==> src/rtl/ugc_find_first.sv <==
// Priority encoder that finds the lowest set bit of a candidate vector.
module ugc_find_first #(
  parameter int Width = 64
) (
  input  logic [Width-1:0]         vec_i,
  output logic                     found_o,
  output logic [$clog2(Width)-1:0] idx_o
);

  always_comb begin
    idx_o = '0;
    for (int i = Width - 1; i >= 0; i--) begin
      if (vec_i[i]) begin
        idx_o = ($clog2(Width))'(i);
      end
    end
  end

  assign found_o = |vec_i;

endmodule

==> config.mk <==
export PLATFORM = sky130hd
export DESIGN_NAME = ugc_find_first
export DESIGN_NICKNAME = d
export VERILOG_FILES = /design/src/rtl/ugc_find_first.sv
export SDC_FILE = /design/constraint.sdc
export NUM_CORES = 1
export LEC_CHECK = 0
export ABC_CLOCK_PERIOD_IN_PS = 2200
export BUFFER_PORTS_ARGS = -buffer_cell sky130_fd_sc_hd__buf_2
export CORE_AREA = 2 2 52 54
export DETAILED_ROUTE_END_ITERATION = 6
export DIE_AREA = 0 0 54 56
export GPL_TIMING_DRIVEN = 0
export MAX_ROUTING_LAYER = met4
export PLACE_DENSITY = 0.76
export SYNTH_ARGS = -nofsm -noshare
export SYNTH_HDL_FRONTEND = slang
export SYNTH_SLANG_ARGS = --single-unit
==> constraint.sdc <==
create_clock -name vclk -period 2.2
set_clock_uncertainty 0.2 [all_clocks]
set_input_delay 0.44 -clock vclk [all_inputs]
set_output_delay 0.44 -clock vclk [all_outputs]
set_load 0.005 [all_outputs]
Yosys cells after proc, flatten, opt, wreduce, memory -nomap -nowiden
Index checks and enable logic that the tools add are counted.
{"block": "totals", "ff_bits": 0, "in_bits": 64, "output_inout_bits": 7, "elab_cells": 65}
{"block": "op_classes", "mux": 64, "reduce_logical": 1}
{"operator": "$mux W6", "count": 64}
{"operator": "$reduce_or A64 Y1", "count": 1}

Depth between registers and ports, before layout
{"block": "depth", "word_depth": 64, "ltp_mapped": 5, "ltp_nobuf": 5}

Least setup slack after synthesis
Ideal clock, no wire load.
{"block": "synth_path", "path_kind": "input -> output", "startpoint": "input vec_i[62]", "endpoint": "output found_o", "arrival_ns": 1.583, "t_required_ns": 1.560, "setup_slack_ns": -0.023, "cell_stages": 5, "n_path_buf": 0, "path_cell_list": "or4_4 > nor4b_4 > nand3_2 > nor2_2 > nand3b_1"}
{"block": "synth_via", "elab_chain_len": 1}
{"element": "start: declaration", "line_no": "5", "rtl": "input logic [Width-1:0] vec_i,"}
{"element": "$reduce_or A64 Y1", "line_no": "19", "rtl": "assign found_o = |vec_i;"}
{"element": "end: declaration", "line_no": "6", "rtl": "output logic found_o,"}
No other way between the ends.

Worst setup path in the final report
{"block": "layout_path", "startpoint": "input vec_i[21]", "endpoint": "output idx_o[2]"}
{"block": "layout_via", "elab_chain_len": 22}
{"element": "$mux W6 (22 in series)", "line_no": "13", "rtl": "if (vec_i[i]) begin"}
{"element": "end: declaration", "line_no": "7", "rtl": "output logic [$clog2(Width)-1:0] idx_o"}
No other way between the ends.

==> flow_metrics.env <==
export IMPL_fin_crit_sh_pct=113.0
export IMPL_yosysTopAreaCellShare_pct=11.28
export IMPL_vias_per_cell=5.652
export IMPL_rows=18
export IMPL_rsz0062_at_grt="yes"
export IMPL_power_frac_comb_pct=100.0
export IMPL_drive_gt1_share_pct=44.24
export IMPL_worst_hold_path_type="input pin to output port"
export IMPL_slowest_stage="or4_4"
export IMPL_min_path_cells=5
export IMPL_yosys_area_top_type="nor4_1"
export IMPL_dieArea_sq_um=3024
export IMPL_fillers=270
export IMPL_netlist_area_sq_um=887.1
export IMPL_slew_viol_final=0
export IMPL_routed_wl_mm=3.032
export IMPL_cp_max_fo=4
export IMPL_die_w_microns=54
export IMPL_drtIter0Drc=19
export IMPL_wl_per_cell_microns=12.28
export IMPL_dp_hpwl_mm=2.595
export IMPL_clkPwrFrac_pct=0
export IMPL_drcViolationCount=0
export IMPL_fin_hold_ws_ps=1060
export IMPL_p_total_w=0.0001932
export IMPL_syn_inst=145
export IMPL_ff_latch_area_sq_um=0
export IMPL_met3WireLength_microns=172
export IMPL_worst_ep_required_time_ps=1560
export IMPL_syn_nets=209
export IMPL_worst_path_buf_inv=2
export IMPL_grt_antenna_before_repair=0
export IMPL_grt_pass1_vias=1285
export IMPL_synthTopCellsByArea="nor4_1 (11%), nor2_1 (8.0%), nor3_1 (6.8%)"
export IMPL_synth_most_common_cell="nor2_1"
export IMPL_p_int_w=0.00009216
export IMPL_slowest_delay_ps=540
export IMPL_hp_start="vec_i[4]"
export IMPL_drv_cap=0
export IMPL_relSlewSlack_pct=64.60
export IMPL_final_setup_worst_slack_ps=-285.7
export IMPL_final_hold_viol_count=0
export IMPL_peakVddDrop_mv=0.08373
export IMPL_vias=1396
export IMPL_design_seq_count=0
export IMPL_diodes=0
export IMPL_final_util_pct=59.36
export IMPL_p_leak_nw=0.5808
export IMPL_syn2layout_area_growth_pct=62.76
export IMPL_outcome="finished, violations left"
export IMPL_p_per_area_nw_per_um2=133.8
export IMPL_layoutNonFillerInstCount=247
export IMPL_finalCriticalPeriod_ps=2486
export IMPL_grt_pass1_wl_mm=4.712
export IMPL_hold_end="idx_o[3]"
export IMPL_highest_layer="met3"
export IMPL_violations="negative setup slack"
export IMPL_ant_nets=0
export IMPL_gp_congestion=0.7367
export IMPL_tightest_slew_ps=526.2
export IMPL_yosysWarnings=0
export IMPL_layout_nets=283
export IMPL_synth_cell_types=40
export IMPL_syn_mean_instance_area_sq_um=6.118
export IMPL_port_buffers=71
export IMPL_grt_usage_pct=19.51
export IMPL_path_class="input pin to output port"
export IMPL_critical_path_top_delay_family="simple AND/OR/NAND/NOR gates"
export IMPL_initial_core_util_pct=36.47
export IMPL_die_h_microns=56
export IMPL_max_freq_mhz=402.3
export IMPL_wl_met2_mm=1.569
export IMPL_crit_path_end_kind="output port"
export IMPL_num_io_pins=71
export IMPL_sw_frac_of_total_pct=52.29
export IMPL_cp_arrival_ps=1850
export IMPL_cp_cell_sequence="buf_2 -> or4_4 -> nor4_4 -> o211ai_1 -> o211ai_1 -> a21boi_1 -> buf_2"
export IMPL_grt_overflow_total=0
export IMPL_finalSetupViolCount=7
export IMPL_seqPwrFrac_pct=0
export IMPL_grt_max_degree=6
export IMPL_ys_seq_area_share_pct=0
export IMPL_placed_cells=246
export IMPL_synth_commonest_cells="nor2_1 (19), nor4_1 (16), nor3_1 (12), a21oi_1 (10), inv_1 (10)"
export IMPL_first_pass_iters=4
export IMPL_cp_start_kind="input pin"
export IMPL_wl_met1_mm=1.290
export IMPL_clkbuf_count=0
export IMPL_switching_power_w=0.0001010
export IMPL_core_sq_um=2432
==> how the worst max path moves through the flow <==
stage | from | to | depth (start not counted) | slack [ps]
floorplan | vec_i[62] | found_o | 5 | -20
CTS | vec_i[36] | idx_o[2] | 7 | -310
global route | vec_i[21] | idx_o[2] | 7 | -380
detailed placement | vec_i[15] | idx_o[2] | 7 | -400
global placement | vec_i[15] | idx_o[2] | 7 | -380
finish | vec_i[21] | idx_o[2] | 7 | -290
==> power groups by stage <==
stage	logic, W	clock network (W)	registers (W)
floorplan	0.0000586	0	0
global placement	0.000166	0	0
detailed placement	0.000168	0	0
CTS	0.000183	0	0
global route	0.000213	0	0
finish	0.000193	0	0
==> worst min-delay path, stage by stage <==
cell and delay, ps:
buf_2 110, nor4_2 60, nand2_1 60, a31oi_1 40
buf_2 120
==> per-layer routing <==
| layer | global-route usage [%] | vias up |
|---|---|---|
| met5 | - | - |
| met4 | 0.3571 | 0 |
| met3 | 0.2688 | 0 |
| met2 | 38.33 | 43 |
| met1 | 22.28 | 625 |
| li1 | - | 728 |
==> cells in the final DEF (no fill, tap or decap), types with 2 or more instances in the layout <==
cell / count
nand2b_1: 3
o31ai_1: 3
o21a_1: 3
nand3_2: 3
o211ai_1: 4
o21ai_0: 5
buf_2: 65
nor4_1: 12
nor2_1: 19
nor4_2: 3
o21ai_1: 2
a21boi_1: 2
or3_1: 2
nor2b_1: 4
buf_6: 4
nor3_1: 11
or4_4: 5
nor4_4: 3
nand3_1: 4
a211oi_1: 2
a31oi_1: 2
inv_1: 9
nand2_1: 9
a21oi_1: 9
buf_4: 2
o21bai_1: 3
==> repair_timing <==
| item | CTS | global route |
|---|---|---|
| setup buffers | 1 | 0 |
| endpoints found under the setup margin | 7 | 7 |
| pin swaps | 13 | 7 |
| hold buffers | 0 | 0 |
| gates cloned | 0 | 0 |
| gates resized for setup | 20 | 11 |
==> cells by family after synthesis <==
logic type | after synthesis | synth area share [%]
buf+inv | 10 | 4.232
compound gates | 47 | 36.39
simple gates | 88 | 59.38
==> cell type report <==
type	count	area, sq um	area share (%)
multi-input combinational	135	968.4	67.07
inverter	10	37.54	2.600
timing repair buffer	72	400.4	27.73
tap	30	37.54	2.600
==> metrics by stage <==
| step | cell area (sq um) | setup slack (ps) | setup TNS (ps) |
|---|---|---|---|
| 3_3_place_gp | 1280 | -384.7 | -1781 |
| 2_1_floorplan | 887.1 | -21.08 | -21.08 |
| 3_5_place_dp | 1280 | -396.1 | -1893 |
| 6_report | 1444 | -285.7 | -1414 |
| 4_1_cts | 1380 | -307.3 | -1382 |
| 5_1_grt | 1444 | -376.6 | -2017 |
(Power assumes the default switching activity.)
