$ cat src/rtl/ugc_ram.sv
// Generic simple dual-port RAM with one write port and one registered read port.
module ugc_ram #(
  parameter int Width = 8,
  parameter int Depth = 16
) (
  input  logic                     clk_i,
  input  logic                     we_i,
  input  logic [$clog2(Depth)-1:0] waddr_i,
  input  logic [Width-1:0]         wdata_i,
  input  logic [$clog2(Depth)-1:0] raddr_i,
  output logic [Width-1:0]         rdata_o
);

  logic [Width-1:0] mem_q [Depth];
  logic [Width-1:0] rdata_q;

  always_ff @(posedge clk_i) begin
    if (we_i) begin
      mem_q[waddr_i] <= wdata_i;
    end
    rdata_q <= mem_q[raddr_i];
  end

  assign rdata_o = rdata_q;

endmodule

$ cat config.mk
export PLATFORM = sky130hd
export DESIGN_NAME = ugc_ram
export DESIGN_NICKNAME = d
export VERILOG_FILES = /design/src/rtl/ugc_ram.sv
export SDC_FILE = /design/constraint.sdc
export NUM_CORES = 1
export LEC_CHECK = 0
export ABC_AREA = 1
export BUFFER_PORTS_ARGS = -buffer_cell sky130_fd_sc_hd__buf_2
export CORE_ASPECT_RATIO = 2
export CORE_MARGIN = 8
export CORE_UTILIZATION = 32
export CTS_BUF_LIST = sky130_fd_sc_hd__clkbuf_2 sky130_fd_sc_hd__clkbuf_4 sky130_fd_sc_hd__clkbuf_8
export CTS_CLUSTER_DIAMETER = 50
export CTS_CLUSTER_SIZE = 14
export DETAILED_ROUTE_END_ITERATION = 12
export HOLD_SLACK_MARGIN = 0.06
export PLACE_DENSITY_LB_ADDON = 0.08
export SYNTH_ARGS = -nofsm -noshare
export SYNTH_HDL_FRONTEND = slang
export SYNTH_SLANG_ARGS = --single-unit
$ cat constraint.sdc
create_clock -name clk_i -period 1.4 [get_ports clk_i]
set_clock_uncertainty 0.05 [all_clocks]
set_input_delay 0.28 -clock clk_i [delete_from_list [all_inputs] [get_ports clk_i]]
set_output_delay 0.28 -clock clk_i [all_outputs]
set_load 0.01 [all_outputs]
After elaboration in Yosys (flattened, before gate mapping)
Memory sizes are Yosys's and may differ from the RTL's. A register that Yosys moved wholly into a read port is not among the register bits.
Cells that the tools add are included.
{"block": "word_totals", "n_memories": 1, "inputBits": 18, "regBits": 0, "ram_bits": 128}
{"block": "op_classes", "muxes": 2}
{"name": "mem_q", "words": 16, "word_bits": 8, "read_ports": 1, "rd_ports_with_merged_regs": 1, "write_ports": 1, "line": "14", "text": "logic [Width-1:0] mem_q [Depth];"}
{"cell": "$mux W1", "n": 2}

Logic depth before layout (Yosys ltp)
Gate-level depths: netlist (run 1).
{"block": "logic_depth", "word_depth": 2, "ltp_mapped": 8, "ltp_nobuf": 7}

Worst setup path after synthesis (run 1)
Ideal clock, no wire load.
{"block": "synth_timing", "path_kind": "input to register", "start": "input port waddr_i[2]", "end": "memory mem_q[10][0] (enable)", "required_ns": 0.980, "slack_ns": 0.119, "n_path_buf": 0, "t_arrival_ns": 0.861, "path_stages": 2, "path_cell_list": "nand3b_1 nor2_1"}
{"element": "start: declaration", "line": "8", "text": "input logic [$clog2(Depth)-1:0] waddr_i,"}
{"element": "end: declaration", "line": "14"}
No word-level cell before the write port.

Worst setup path after layout (run 1)
{"block": "layout_timing", "start": "register rdata_q[7], in the netlist rdata_o[7], read port of mem_q", "end": "output port rdata_o[7]"}
{"element": "start: declaration", "line": "15", "text": "logic [Width-1:0] rdata_q;"}
{"element": "end: declaration", "line": "11", "text": "output logic [Width-1:0] rdata_o"}
No word-level cell between the ends.

==> results.py, run 1 <==
metrics = {
    "status": {
        "status": "complete, no violations",
    },
    "cts": {
        "cts_resized": 0,
        "cts_root_buf": "clkbuf_8",
        "cts_hold_buf": 0,
        "post_cts_buffers": 0,
        "cts_sinks": 136,
        "cts.htree.levels": 4,
        "cts_made_buffers": 17,
        "cts_tree": "built",
        "clockBufferDepth": 2,
        "clk-insertion-delay-late_ns": 0.44,
        "clk_pin_slew_ns": 0.08,
    },
    "synth": {
        "yosysSeqAreaShare_pct": 69.4,
        "synthArstFlopShare_pct": 0,
        "synth_commonest_cells": "nand2_1 (173), edfxtp_1 (128), inv_1 (100), nand3_1 (97), nor2_1 (17)",
        "synth-edff-count": 128,
        "ys_types": 12,
        "syn_avg_cell_area_sq_um": 10.5,
        "synth_ff_type": "edfxtp_1",
        "syn_inst": 551,
        "yosysWarnings": 0,
        "syn_nets": 569,
        "yosysTopAreaCell": "edfxtp_1",
        "synth_seq_cells": 136,
        "yosysTopAreaCellShare_pct": 66.7,
        "syn_area_sq_um": 5770,
        "synthMostInstantiatedCell": "nand2_1",
        "synth_area_leaders": "edfxtp_1 (67%), nand2_1 (11%), nand3_1 (8.4%)",
    },
    "placed_design": {
        "port_buffers": 25,
        "place_hpwl_um": 10400,
        "gp_congestion": 0.778,
    },
    "sta": {
        "drv_slew": 0,
        "slew-limit-headroom_pct": 72.6,
        "setup_viol": 0,
        "finalCriticalPeriod_ns": 1.27,
        "fmax_ghz": 0.787,
        "whs_ns": 0.171,
        "finalSetupTns_ns": 0,
        "rsz0062_at_grt": "no",
        "hold_violations": 0,
        "worstMarginPinSlew_ns": 0.411,
        "period_share_pct": 90.7,
    },
    "flow_run": {
        "drv_cap": 0,
    },
    "die": {
        "row_count": 69,
        "die_x_um": 111,
        "core_sq_um": 17700,
        "ios": 26,
        "die_h_um": 206,
        "die-area_sq_um": 22800,
        "start_util_pct": 32.6,
    },
    "worst_setup_path": {
        "crit_path_top_delay_cell": "dfxtp_1",
        "required_ns": 1.07,
        "worstSetupPathType": "flip-flop to output pin",
        "critPathCaptureType": "output pin",
        "critPathTopFamily": "flip-flops",
        "cp.arrival_ns": 0.94,
        "crit_fanout": 1,
        "start_kind": "flip-flop",
        "crit_chain": "buf_2",
        "cp_slowest_stage_delay_ns": 0.35,
        "critical_path_buf_inv_count": 1,
    },
    "global_route": {
        "antenna_found_initial": 0,
        "first_global_vias": 3846,
        "gr-total-overflow": 0,
        "grt_max_degree": 37,
        "grt.total_usage_pct": 13.6,
        "grt_pass1_wl_um": 22800,
    },
    "power": {
        "switching_share_pct": 23.7,
        "intPower_mw": 6.56,
        "seqPwrFrac_pct": 53.1,
        "ir_drop_mv": 0.540,
        "p_leak_nw": 2.90,
        "finalPower_mw": 8.60,
        "switching_power_mw": 2.04,
        "powerDensity_nw_per_um2": 1290,
        "power_frac_clock_pct": 39.7,
        "combPwrFrac_pct": 7.2,
    },
    "finish": {
        "fillers": 1752,
        "drive_above_1_share_pct": 14.5,
        "syn_to_final_growth_pct": 16.0,
        "post-route-util_pct": 37.8,
        "final_nets": 619,
        "n_antenna_cell": 0,
    },
    "drt": {
        "routed_wl_um": 15000,
        "first_pass_iters": 4,
        "avgRoutedWirePerCell_um": 18.2,
        "drt_iter0_markers": 142,
        "drc": 0,
        "routed_via_density": 4.52,
        "dr_total_vias": 3742,
        "postRouteAntennaNets": 0,
    },
    "hold_path": {
        "worstHoldPathType": "input port to flip-flop",
    },
}
==> routing by layer <==
| layer | vias to the layer above | wire length (um) | global-route usage (%) |
|---|---|---|---|
| met4 | 0 | 476 | 7.24 |
| met3 | 20 | 348 | 2.64 |
| li1 | 1871 | - | - |
| met5 | - | 0 | 0 |
| met2 | 62 | 8220 | 25.1 |
| met1 | 1789 | 6000 | 14.2 |
==> cells by family (layout without fill, tap and decap cells) <==
logic type / count (synthesis) / count (layout) / synth area share, %
simple gates: 289 / 289 / 21.0
flops: 136 / 136 / 69.4
buf+inv: 126 / 189 / 9.52
==> per-stage QoR <==
step / cells / setup slack (ns) / instance area (sq um)
2_1_floorplan: 551 / 0.119 / 5770
3_3_place_gp: 795 / -0.128 / 6270
3_5_place_dp: 795 / -0.134 / 6270
4_1_cts: 827 / 0.0831 / 6690
5_1_grt: 827 / 0.0550 / 6690
6_report: 827 / 0.130 / 6690
==> registers in the layout, summed over array words and instances, names as in the netlist <==
name,cells
mem_q,128
rdata_o,8
==> worst register-to-register path, stage by stage (launching register included) <==
cell	delay, ns
edfxtp_1	0.36
inv_1	0.06
nand2_1	0.04
nand3_1	0.08
nand3_1	0.21
nand3_1	0.18
nand2_1	0.06
==> cell type report <==
type / instances / area [sq um] / share of cell area [%]
clock inverters: 14 / 173 / 2.58
well taps: 213 / 267 / 3.99
multi-input cells: 289 / 1210 / 18.1
flip-flops and latches: 136 / 4000 / 59.9
repair buffers: 55 / 400 / 5.99
inverters: 102 / 383 / 5.72
clock buffers: 18 / 248 / 3.70
==> power groups by stage <==
stage          sequential (mW)  combinational (mW)  clock (mW)
2_1_floorplan             4.67               0.321           0
3_3_place_gp              4.67               0.635           0
3_5_place_dp              4.67               0.638           0
4_1_cts                   4.57               0.638        3.51
5_1_grt                   4.58               0.688        3.66
6_report                  4.57               0.617        3.41
==> cells in the final DEF, fill, tap and decap left out <==
master,count
nand2_1,173
edfxtp_1,128
inv_1,100
nand3_1,97
buf_4,26
buf_2,25
clkbuf_8,18
nor2_1,17
dfxtp_1,8
buf_12,4
inv_6,3
clkinv_4,3
clkinv_2,3
bufinv_16,3
inv_2,2
nand3b_1,2
clkinvlp_4,2
==> path summary, 6_finish.rpt <==
| check | startpoint | end | slack [ns] | cells after the start |
|---|---|---|---|---|
| setup / recovery | rdata_o[7] | rdata_o[7] | 0.13 | 1 |
| setup reg to reg | mem_q[5][4] | rdata_o[4] | 0.25 | 6 |
| hold reg to reg | mem_q[10][6] | rdata_o[6] | 0.62 | 6 |
| hold / removal | raddr_i[3] | rdata_o[3] | 0.17 | 3 |
Note: power is estimated with default switching activity, not from simulation.
==> run 2, diff against run 1 <==
Settings changed: MAX_ROUTING_LAYER from default to met4, SKIP_LAST_GASP from default to 1.
==> run 2 against run 1 <==
Net effect:
- first-iteration DRC count rose by 2.8%
- routed wire length rose by 0.27%
- utilization did not move
- fmax rose by 0.52%
- global-route usage rose by 0.43 points
- total power barely moved
==> results.py, run 2 (synthesis gave the netlist of run 1 again) <==
metrics = {
    "status": {
        "status": "complete, no violations",
    },
    "worst_setup_path": {
        "critical_path_buf_inv_count": 1,
        "r2r_start": "mem_q[5][4]",
        "r2r_end": "rdata_o[4]",
        "worstSetupPathType": "flip-flop to output pin",
        "critPathTopFamily": "flip-flops",
        "cp.arrival_ns": 0.93,
        "crit_path_top_delay_cell": "dfxtp_1",
        "cp_slowest_stage_delay_ns": 0.35,
        "critPathCaptureType": "output pin",
        "crit_fanout": 1,
        "start_kind": "flip-flop",
        "crit_chain": "buf_2",
        "reg2reg_setup_slack_ns": 0.25,
        "required_ns": 1.07,
        "ff2ff_path_depth": 6,
    },
    "sta": {
        "period_share_pct": 90.2,
        "finalWorstSetupSlack_ns": 0.137,
        "drv_slew": 0,
        "hold_violations": 0,
        "rsz0062_at_grt": "no",
        "worstMarginPinSlew_ns": 0.413,
        "slew-limit-headroom_pct": 72.5,
        "setup_viol": 0,
        "finalCriticalPeriod_ns": 1.26,
        "fmax_ghz": 0.792,
    },
    "die": {
        "die_h_um": 206,
        "core_sq_um": 17700,
        "die-area_sq_um": 22800,
        "row_count": 69,
        "die_x_um": 111,
        "ios": 26,
        "start_util_pct": 32.6,
    },
    "power": {
        "ir_drop_mv": 0.540,
        "powerDensity_nw_per_um2": 1290,
        "p_leak_nw": 2.90,
    },
    "finish": {
        "drive_above_1_share_pct": 14.5,
        "regArea_sq_um": 4000,
        "syn_to_final_growth_pct": 16.0,
        "design_area_sq_um": 6690,
        "stdcell_count": 827,
        "largest_reg_flops": 128,
        "top_register": "mem_q",
        "n_antenna_cell": 0,
        "final_common_cell": "nand2_1",
        "final_nets": 619,
        "final_cell_mix": "nand2_1 (173), edfxtp_1 (128), inv_1 (100)",
        "fillers": 1752,
        "multi_input_area_sq_um": 1210,
    },
    "drt": {
        "avgRoutedWirePerCell_um": 18.2,
        "dr.max_layer_used": "met4",
        "dr_total_vias": 3747,
        "wl_met1_um": 5980,
        "wl_met2_um": 8230,
        "wl_met3_um": 443,
        "first_pass_iters": 4,
        "postRouteAntennaNets": 0,
        "drc": 0,
        "drt_iter0_markers": 146,
        "routed_wl_um": 15100,
        "routed_via_density": 4.53,
    },
    "placed_design": {
        "place_area_sq_um": 6270,
        "place_hpwl_um": 10400,
        "dp_slack_ns": -0.134,
        "gp_congestion": 0.789,
        "dp.cells": 795,
        "port_buffers": 25,
    },
    "cts": {
        "clk-insertion-delay-late_ns": 0.43,
        "cts_resized": 0,
        "cts_tree": "built",
        "cts_hold_buf": 0,
        "clockBufferDepth": 2,
        "cts_sinks": 136,
        "post_cts_buffers": 0,
        "clk_pin_slew_ns": 0.08,
        "cts_made_buffers": 17,
        "cts_root_buf": "clkbuf_8",
        "cts.htree.levels": 4,
    },
    "global_route": {
        "grt_pass1_wl_um": 22900,
        "first_global_vias": 3865,
        "grt.total_usage_pct": 14.0,
        "gr-total-overflow": 0,
        "grt_max_degree": 37,
        "antenna_found_initial": 0,
    },
    "hold_path": {
        "worstHoldPathType": "input port to flip-flop",
        "min_to": "rdata_o[5]",
        "holdPathStages": 3,
        "hp-start": "raddr_i[3]",
    },
    "flow_run": {
        "drv_cap": 0,
    },
}
## run 2: cell counts in the layout (fill, tap and decap cells not counted)
Identical to the previous run, type by type.
## run 2: final cells by class
cell class,count,area share (%)
tap,213,3.99
timing repair buffer,55,5.99
inverter,102,5.72
clock buffer,18,3.70
clock inverter,14,2.58
sequential,136,59.9
multi-input combinational,289,18.1
## run 2: metal layers
layer | track usage [%] | vias to the layer above
li1 | - | 1872
met4 | 7.24 | 0
met1 | 14.3 | 1775
met2 | 25.1 | 83
met5 | - | -
met3 | 2.62 | 17
## run 2: worst max-delay path by stage
stage / startpoint / endpoint / cells past startpoint
6_report: rdata_o[7] / rdata_o[7] / 1
5_1_grt: rdata_o[7] / rdata_o[7] / 1
4_1_cts: rdata_o[7] / rdata_o[7] / 1
3_5_place_dp: raddr_i[0] / rdata_o[4] / 8
3_3_place_gp: raddr_i[0] / rdata_o[4] / 7
2_1_floorplan: waddr_i[2] / mem_q[10][0] / 2
## run 2: power by group
part	internal, mW	switching (mW)
Clock	1.82	1.59
Sequential	4.54	0.0259
Combinational	0.191	0.426
## run 2: per-stage QoR
stage,power [mW],util (%),TNS (ns),hold WS [ns]
detailed placement,5.30,35.4,-0.323,0.611
finish,8.60,37.8,0,0.174
CTS,8.72,37.8,0,0.140
floorplan,4.99,-,0,0.329
global placement,5.30,35.4,-0.323,0.588
global route,8.93,37.8,0,0.133
==> run 3, diff against run 2 <==
Settings changed: BUFFER_PORTS_ARGS -buffer_cell sky130_fd_sc_hd__buf_2 to -buffer_cell sky130_fd_sc_hd__clkbuf_2.
==> run 3 against run 2 <==
Net effect:
- critical path depth did not move
- design area rose by 1.9%
- highest routed layer unchanged
- non-clock buffer count rose by 9
- critical endpoint is now rdata_o[3]
- combinational power rose by 4.4%
- fmax fell by 2.2%
- utilization rose by 0.70 points
- sequential power barely moved
==> results.py, run 3 (synthesis gave the netlist of run 1 again) <==
metrics = {
    "cts": {
        "cts_made_buffers": 17,
        "cts_sinks": 136,
        "clk_pin_slew_ns": 0.09,
        "cts.htree.levels": 4,
        "clockBufferDepth": 2,
        "clk-insertion-delay-late_ns": 0.44,
        "cts_resized": 0,
        "cts_hold_buf": 0,
        "cts_tree": "built",
        "post_cts_buffers": 0,
        "cts_root_buf": "clkbuf_8",
    },
    "global_route": {
        "antenna_found_initial": 0,
        "first_global_vias": 3954,
        "grt_pass1_wl_um": 23200,
        "gr-total-overflow": 0,
        "grt_max_degree": 35,
        "grt.total_usage_pct": 14.1,
    },
    "worst_setup_path": {
        "start_kind": "flip-flop",
        "r2r_start": "mem_q[5][4]",
        "crit_cells": 1,
        "ff2ff_path_depth": 6,
        "crit_path_top_delay_cell": "dfxtp_1",
        "required_ns": 1.07,
        "critPathCaptureType": "output pin",
        "crit_path_end": "rdata_o[3]",
        "critPathTopFamily": "flip-flops",
        "crit_start": "rdata_o[3]",
        "reg2reg_setup_slack_ns": 0.27,
        "critical_path_buf_inv_count": 1,
        "cp.arrival_ns": 0.96,
        "r2r_end": "rdata_o[4]",
        "worstSetupPathType": "flip-flop to output pin",
        "cp_slowest_stage_delay_ns": 0.37,
        "crit_chain": "clkbuf_2",
        "crit_fanout": 1,
    },
    "finish": {
        "final_common_cell": "nand2_1",
        "final_cell_mix": "nand2_1 (173), edfxtp_1 (128), inv_1 (100)",
        "drive_above_1_share_pct": 15.7,
        "syn_to_final_growth_pct": 18.1,
        "largest_reg_flops": 128,
        "final_nets": 628,
        "top_register": "mem_q",
        "fillers": 1760,
        "stdcell_count": 836,
        "n_antenna_cell": 0,
    },
    "sta": {
        "rsz0062_at_grt": "no",
        "setup_viol": 0,
        "worstMarginPinSlew_ns": 0.454,
        "drv_slew": 0,
        "slew-limit-headroom_pct": 69.7,
        "whs_ns": 0.196,
        "hold_violations": 0,
        "period_share_pct": 92.2,
        "finalCriticalPeriod_ns": 1.29,
        "fmax_ghz": 0.774,
        "finalWorstSetupSlack_ns": 0.109,
    },
    "drt": {
        "routed_via_density": 4.49,
        "routed_wl_um": 14900,
        "drc": 0,
        "drt_iter0_markers": 137,
        "first_pass_iters": 4,
        "dr_total_vias": 3756,
        "postRouteAntennaNets": 0,
        "avgRoutedWirePerCell_um": 17.8,
    },
    "die": {
        "die_h_um": 206,
        "core_sq_um": 17700,
        "die_x_um": 111,
        "row_count": 69,
        "ios": 26,
        "die-area_sq_um": 22800,
        "start_util_pct": 32.6,
    },
    "power": {
        "finalPower_mw": 8.75,
        "powerDensity_nw_per_um2": 1280,
        "p_leak_nw": 2.97,
        "ir_drop_mv": 0.800,
    },
    "placed_design": {
        "port_buffers": 25,
        "gp_congestion": 0.773,
        "place_hpwl_um": 10400,
        "dp.cells": 804,
        "dp_slack_ns": -0.126,
    },
    "status": {
        "status": "complete, no violations",
    },
    "flow_run": {
        "drv_cap": 0,
    },
    "hold_path": {
        "worstHoldPathType": "input port to flip-flop",
    },
}
## run 3: cell count changes in the layout (fill, tap and decap cells not counted)
| cell | change |
|---|---|
| clkbuf_4 | +2 |
| inv_6 | -3 |
| buf_4 | +6 |
| buf_2 | -25 |
| buf_12 | +3 |
| bufinv_16 | +1 |
| clkbuf_2 | +25 |
## run 3: per-stage QoR
| stage | util, % | area [sq um] | setup TNS, ns |
|---|---|---|---|
| 2_1_floorplan | - | 5770 | 0 |
| 3_3_place_gp | 36.0 | 6370 | -0.382 |
| 3_5_place_dp | 36.0 | 6370 | -0.319 |
| 4_1_cts | 38.5 | 6810 | 0 |
| 5_1_grt | 38.5 | 6810 | 0 |
| 6_report | 38.5 | 6810 | 0 |
## run 3: how the worst min path moves through the flow
stage          depth (start not counted)         from  slack [ns]           to
2_1_floorplan                          0   wdata_i[0]        0.33  mem_q[0][0]
3_3_place_gp                           6  mem_q[6][2]        0.61   rdata_o[2]
3_5_place_dp                           6  mem_q[2][6]        0.61   rdata_o[6]
4_1_cts                                3   raddr_i[3]        0.17   rdata_o[1]
5_1_grt                                3   raddr_i[3]        0.18   rdata_o[1]
6_report                               3   raddr_i[3]        0.20   rdata_o[1]
## run 3: layout make-up
| type | instances | area, sq um | share of cell area, % |
|---|---|---|---|
| Clock buffer | 20 | 263 | 3.86 |
| Clock inverter | 12 | 176 | 2.59 |
| Inverter | 102 | 383 | 5.62 |
| Multi-Input combinational cell | 289 | 1210 | 17.8 |
| Sequential cell | 136 | 4000 | 58.8 |
| Tap cell | 213 | 267 | 3.91 |
| Timing Repair Buffer | 64 | 505 | 7.42 |
## run 3: power by group
group	total, mW	switching, mW	internal (mW)
combinational	0.644	0.428	0.216
clock	3.53	1.50	2.03
sequential	4.58	0.0287	4.55
## run 3: routing by layer
| layer | GRT usage (%) | part of all wire [%] | routed length [um] |
|---|---|---|---|
| met2 | 24.8 | 53 | 7910 |
| met4 | 8.21 | 3.9 | 580 |
| met1 | 14.4 | 41 | 6080 |
| met5 | - | 0 | 0 |
| met3 | 2.64 | 2.3 | 336 |
